$ cat config.mk
export PLATFORM = sky130hd
export DESIGN_NAME = iirl_cell
export DESIGN_NICKNAME = d
export VERILOG_FILES = /design/src/rtl/core/iirl_pkg.sv /design/src/rtl/core/iirl_cell.sv
export SDC_FILE = /design/constraint.sdc
export NUM_CORES = 1
export LEC_CHECK = 0
export ABC_AREA = 1
export BUFFER_PORTS_ARGS = -buffer_cell sky130_fd_sc_hd__buf_4
export CAP_MARGIN = 20
export CELL_PAD_IN_SITES_DETAIL_PLACEMENT = 1
export CELL_PAD_IN_SITES_GLOBAL_PLACEMENT = 1
export CORE_ASPECT_RATIO = 0.5
export CORE_MARGIN = 5
export CORE_UTILIZATION = 26
export DETAILED_ROUTE_END_ITERATION = 8
export PLACE_DENSITY_LB_ADDON = 0.1
export SLEW_MARGIN = 30
export SYNTH_ARGS = -nofsm -noshare
export SYNTH_HDL_FRONTEND = slang
export SYNTH_SLANG_ARGS = --single-unit
$ cat constraint.sdc
create_clock -name clk_i -period 4.1 [get_ports clk_i]
set_clock_uncertainty 0.2 [all_clocks]
set_input_delay 0.205 -clock clk_i [delete_from_list [all_inputs] [get_ports clk_i]]
set_output_delay 0.205 -clock clk_i [all_outputs]
set_load 0.1 [all_outputs]
$ cat src/rtl/core/iirl_pkg.sv
`default_nettype none
// ----------------------------------------------------------------------------
// iirl_pkg: shared types and constants of the indexed insert/remove list
// Request and response item layouts, operation and status codes, and the
// command that the list controller sends to every storage cell.
// ----------------------------------------------------------------------------
package iirl_pkg;

  localparam int unsigned POS_W          = 7;
  localparam int unsigned VAL_W          = 32;
  localparam int unsigned CNT_OUT_W      = 7;
  localparam int unsigned CAPACITY_DEF   = 64;
  localparam int unsigned DATA_WIDTH_DEF = 32;

  typedef enum logic [1:0] {
    OP_GET    = 2'd0,
    OP_SET    = 2'd1,
    OP_ADD    = 2'd2,
    OP_REMOVE = 2'd3
  } op_e;

  typedef enum logic [1:0] {
    ST_OK    = 2'd0,
    ST_RANGE = 2'd1,
    ST_FULL  = 2'd2
  } status_e;

  typedef struct packed {
    logic [1:0]              req_type;
    logic [POS_W-1:0]        position;
    logic signed [VAL_W-1:0] value_in;
  } req_t;

  typedef struct packed {
    logic signed [VAL_W-1:0] value_out;
    logic [1:0]              status;
    logic [CNT_OUT_W-1:0]    count;
  } rsp_t;

  // Broadcast to all cells in the cycle a request is accepted.
  typedef struct packed {
    logic             en;
    op_e              op;
    logic [POS_W-1:0] pos;
  } cell_cmd_t;

endpackage
`default_nettype wire

$ cat src/rtl/core/iirl_cell.sv
`default_nettype none
// ----------------------------------------------------------------------------
// iirl_cell: one slot of the list
// Holds one entry and decides locally whether to keep it, take the write
// data, take its lower neighbor (insert) or its upper neighbor (remove).
// ----------------------------------------------------------------------------
module iirl_cell #(
  parameter int unsigned DATA_WIDTH = iirl_pkg::DATA_WIDTH_DEF,
  parameter int unsigned INDEX      = 0
) (
  input  logic                  clk_i,
  input  iirl_pkg::cell_cmd_t   cmd_i,
  input  logic [DATA_WIDTH-1:0] wdata_i,
  input  logic [DATA_WIDTH-1:0] prev_i,
  input  logic [DATA_WIDTH-1:0] next_i,
  output logic [DATA_WIDTH-1:0] entry_o,
  output logic [DATA_WIDTH-1:0] rdata_o
);
  import iirl_pkg::*;

  logic [DATA_WIDTH-1:0] entry_q, entry_d;
  logic [31:0]           pos_ext;
  logic                  hit, above;

  assign pos_ext = 32'(cmd_i.pos);
  assign hit     = (pos_ext == INDEX);
  assign above   = (pos_ext < INDEX);

  always_comb begin
    entry_d = entry_q;
    if (cmd_i.en) begin
      case (cmd_i.op)
        OP_SET: begin
          if (hit) entry_d = wdata_i;
        end
        OP_ADD: begin
          if (hit) entry_d = wdata_i;
          else if (above) entry_d = prev_i;
        end
        OP_REMOVE: begin
          if (hit || above) entry_d = next_i;
        end
        default: entry_d = entry_q;
      endcase
    end
  end

  always_ff @(posedge clk_i) begin
    entry_q <= entry_d;
  end

  assign entry_o = entry_q;
  // Only the addressed cell puts its entry on the read bus.
  assign rdata_o = hit ? entry_q : '0;

endmodule
`default_nettype wire

-- Word-level counts from Yosys, hierarchy flattened
Index checks and enable logic that the tools add are counted.
- register bits after elaboration: 32
- input port bits: 107
- output and inout port bits: 64
- logic and storage cells: 18
- order comparisons: 1
- equal/unequal tests: 6
- mux-type cells: 6
- reduce and logical (&&, ||, !) cells: 4
- operator list (operator ; number):
    $mux 32 ; 5
    $pmux 32 s3 ; 1
    $logic_not 32->1 ; 1
    $lt 7x1->1 const B ; 1
    $reduce_and 5->1 ; 1
    $eq 2x2->1 const B ; 2
    $ne 2x2->1 const B ; 2
    $ne 3x3->1 const B ; 1
    $reduce_bool 3->1 ; 1
    $eq 2x1->1 const B ; 1
    $logic_or 1x1->1 ; 1

-- Depth between registers and ports, before layout
- word-level depth: 4
- mapped depth: 6
- depth with buffers taken out: 5

-- Worst setup path before layout
OpenSTA, ideal clock, no wires.
- path type: register to output
- start: register entry_q[0], in the netlist entry_o[0]
- end: output rdata_o[0]
- arrival: 2.306 ns
- data required time: 3.695 ns
- path slack: 1.389 ns
- stages on the path, launching flop included: 3
- buffers on the path: 0
- path through: edfxtp_1 > inv_1 > nor2_1
- longest elaborated chain between the ends: 1
- ends and longest elaborated chain (item ; RTL line ; text):
    start: declaration ; iirl_cell.sv:21 ; logic [DATA_WIDTH-1:0] entry_q, entry_d;
    start signal: assignment ; iirl_cell.sv:49 ; entry_q <= entry_d;
    $mux 32 ; iirl_cell.sv:54 ; assign rdata_o = hit ? entry_q : '0;
    end: declaration ; iirl_cell.sv:17 ; output logic [DATA_WIDTH-1:0] rdata_o
Every way passes these cells.

-- Final worst setup path
- start: input cmd_i[8] (netlist bit)
- end: register entry_q[24], in the netlist entry_o[24] (enable)
- longest elaborated chain between the ends: 3
- elaborated cells on any way between the ends: 8
- classes of those cells: eq/ne: 6; reduce/logical: 2
- ends and longest elaborated chain (item ; RTL line ; text):
    start: declaration ; iirl_cell.sv:12 ; input iirl_pkg::cell_cmd_t cmd_i,
    $eq 2x2->1 / $eq 2x1->1 (equally long branches) ; iirl_cell.sv:32 ; case (cmd_i.op)
    $ne 3x3->1 (no source line), or another cell as far along ; - ;
    $reduce_and 5->1 (no source line) * ; - ;
Every way passes the cells marked *; elsewhere a longest branch is shown, timed or not.
A chain may end at the register's enable or synchronous reset.

==> flow_summary_export.csv <==
group,metric,value,unit
run_status,status,"finished clean",
die,fp.coreArea,6805,µm²
die,placementRows,21,
timing,rsz0062_at_grt,"false",
power_and_ir_drop,peakVddDrop,0.1406,mV
yosys,synth_edf_count,32,
setup_path,critical_path_arrival,1540,ps
routing,dr.pass1.iters,4,
setup_path,start_kind,"primary input",
yosys,yosys-top-cells-count,"67 x nand2_1, 38 x inv_1, 32 x edfxtp_1, 32 x nand3_1, 27 x nor2_2",
placed_design,io_buffers,138,
cts,cts.root.buffer_cell,"clkbuf_16",
placed_design,post-place-cells,438,
yosys,synth_xor_area_share,0,%
cts,cts_buffers,5,
flow_run,max-cap-violations,0,
yosys,synth_top_family_by_area,"simple AND/OR/NAND/NOR gates",
yosys,seq_area_frac_synth,51.93,%
layout,drive_above_1_share,49.31,%
yosys,synth.avg_cell_area,8.373,µm²
power_and_ir_drop,power_frac_seq,43.3,%
timing,relSlewSlack,38.04,%
power_and_ir_drop,power.density,267.3,nW/µm²
yosys,syn_area,1851,µm²
yosys,synthFlopType,"edfxtp_1",
layout,largest_reg_flops,32,
die,dieArea,9007,µm²
die,die_h,69.66,µm
cts,cts_resized,0,
yosys,synth_top_area_share,51.93,%
yosys,synth_most_common_cell,"nand2_1",
routing,ant_nets,0,
yosys,synthCells,221,
grt,grt_usage,14.23,%
cts,clkTransAtPathRegs,50,ps
yosys,synthDistinctLibCells,12,
setup_path,cp-end-kind,"flop",
timing,setup_viol,0,
timing,timing.fmax,541.2,MHz
setup_path,path_max_fanout,34,
yosys,synthSimpleGateAreaFrac,34.89,%
cts,cts_tree,"built",
cts,cts_buffer_depth,2,
yosys,synth_mux_area_share,0,%
power_and_ir_drop,power,0.8417,mW
power_and_ir_drop,switchingPower,0.1915,mW
placed_design,hpwlAfterDp,4907,µm
layout,area_delta_synth_final,70.18,%
timing,fin_setup_tns,0,ps
power_and_ir_drop,combPwrFrac,15.0,%
yosys,ys_ff_latch,32,
hold_path,hold_class,"in -> reg",
grt,overflow,0,
routing,vias_per_cell,4.275,
power_and_ir_drop,internal-power,0.6502,mW
yosys,synth_nets,328,
power_and_ir_drop,leakage,1.653,nW
timing,tightest_slew,927.2,ps
grt,grt_max_degree,35,
setup_path,crit_type,"in -> reg",
grt,antenna_found_initial,0,
layout,final_nets,469,
cts,post_cts_buffers,0,
grt,first_global_vias,2086,
timing,maxSlewViolCount,0,
power_and_ir_drop,clock_power_share,41.7,%
setup_path,cp_data_required_time,3800,ps
yosys,synthTopCellsByArea,"edfxtp_1 52%, nand2_1 14%, nor2_2 9.1%, nand3_1 8.7%, inv_1 7.7%",
layout,final_core_utilization,46.28,%
die,start_util,27.19,%
timing,min_period,1848,ps
routing,drtIter0Drc,33,
yosys,synth_compound_area_share,0.2705,%
die,die_x,129.3,µm
layout,instances_no_fill,455,
yosys,synthArstFlopShare,0,%
die,io_pins,171,
timing,period_share,45.07,%
routing,routed_wirelength,6448,µm
yosys,yosys_warnings,0,
yosys,synth_fa_ha_area_share,0,%
power_and_ir_drop,power.share.switching,22.75,%
cts,clock_sinks,32,
routing,drc,0,
routing,vias,1945,
routing,routedWlPerCell,14.17,µm
grt,grt_pass1_wl,10280,µm
placed_design,gp_congestion,0.7202,
cts,cts_htree_levels,2,
layout,antenna_cells,0,
yosys,synth_area_leader_cell,"edfxtp_1",
timing,hold_viol_final,0,
==> kinds of logic after synthesis <==
family / after synthesis
buf+inv: 52
compound gates: 1
simple gates: 136
flops: 32
==> layout make-up <==
type / count / area [µm²]
Clock buffer: 5 / 125.1
Clock inverter: 3 / 13.76
Fill cell: 833 / 3656
Inverter: 38 / 142.6
Multi-Input combinational cell: 137 / 658.1
Sequential cell: 32 / 960.9
Tap cell: 92 / 115.1
Timing Repair Buffer: 148 / 1134
==> routing by layer <==
metal / track usage [%] / vias up / part of all wire [%]
li1: - / 959 / -
met1: 15.70 / 912 / 39
met2: 26.89 / 72 / 52
met3: 4.308 / 2 / 8.5
met4: 2.678 / 0 / 0.42
met5: 0 / - / 0
==> cells in the final DEF, fill, tap and decap left out <==
cell type,synthesis,final
buf_4,3,139
nand2_1,67,67
inv_1,38,38
nand3_1,32,32
edfxtp_1,32,32
nor2_2,27,27
dlygate4sd3_1,0,9
clkbuf_16,0,5
nor2_1,5,4
nor2_4,3,4
nand2_2,2,2
clkinv_2,0,2
o21ai_0,1,1
clkinv_1,0,1
==> critical path: stages <==
cell	delay [ps]
buf_4	330
o21ai_0	220
nor2_4	770
==> path summary, 6_finish.rpt <==
check / startpoint / slack (ps) / end / depth (start not counted)
hold / removal: wdata_i[29] / 3 / entry_o[29] / 3
setup / recovery: cmd_i[8] / 2250 / entry_o[24] / 3
==> metrics by stage <==
step                setup WS (ps)  hold slack [ps]  cell area (µm²)
floorplan                    1389            183.6             1851
global placement             1935            266.5             2920
detailed placement           1947            279.1             2920
CTS                          2233            1.419             3149
global route                 2138            7.905             3149
finish                       2252            3.453             3149
==> power groups by stage <==
| stage | combinational [mW] | sequential, mW | clock, mW |
|---|---|---|---|
| detailed placement | 0.121 | 0.371 | 0 |
| floorplan | 0.0499 | 0.378 | 0 |
| finish | 0.126 | 0.365 | 0.351 |
| CTS | 0.128 | 0.365 | 0.359 |
| global placement | 0.116 | 0.371 | 0 |
| global route | 0.139 | 0.365 | 0.371 |
==> what timing repair did <==
item	in CTS	in global routing
hold buffers	9	0
setup endpoints to repair	0	0
hold endpoints to repair	9	0
Note: power is estimated with default switching activity, not from simulation.
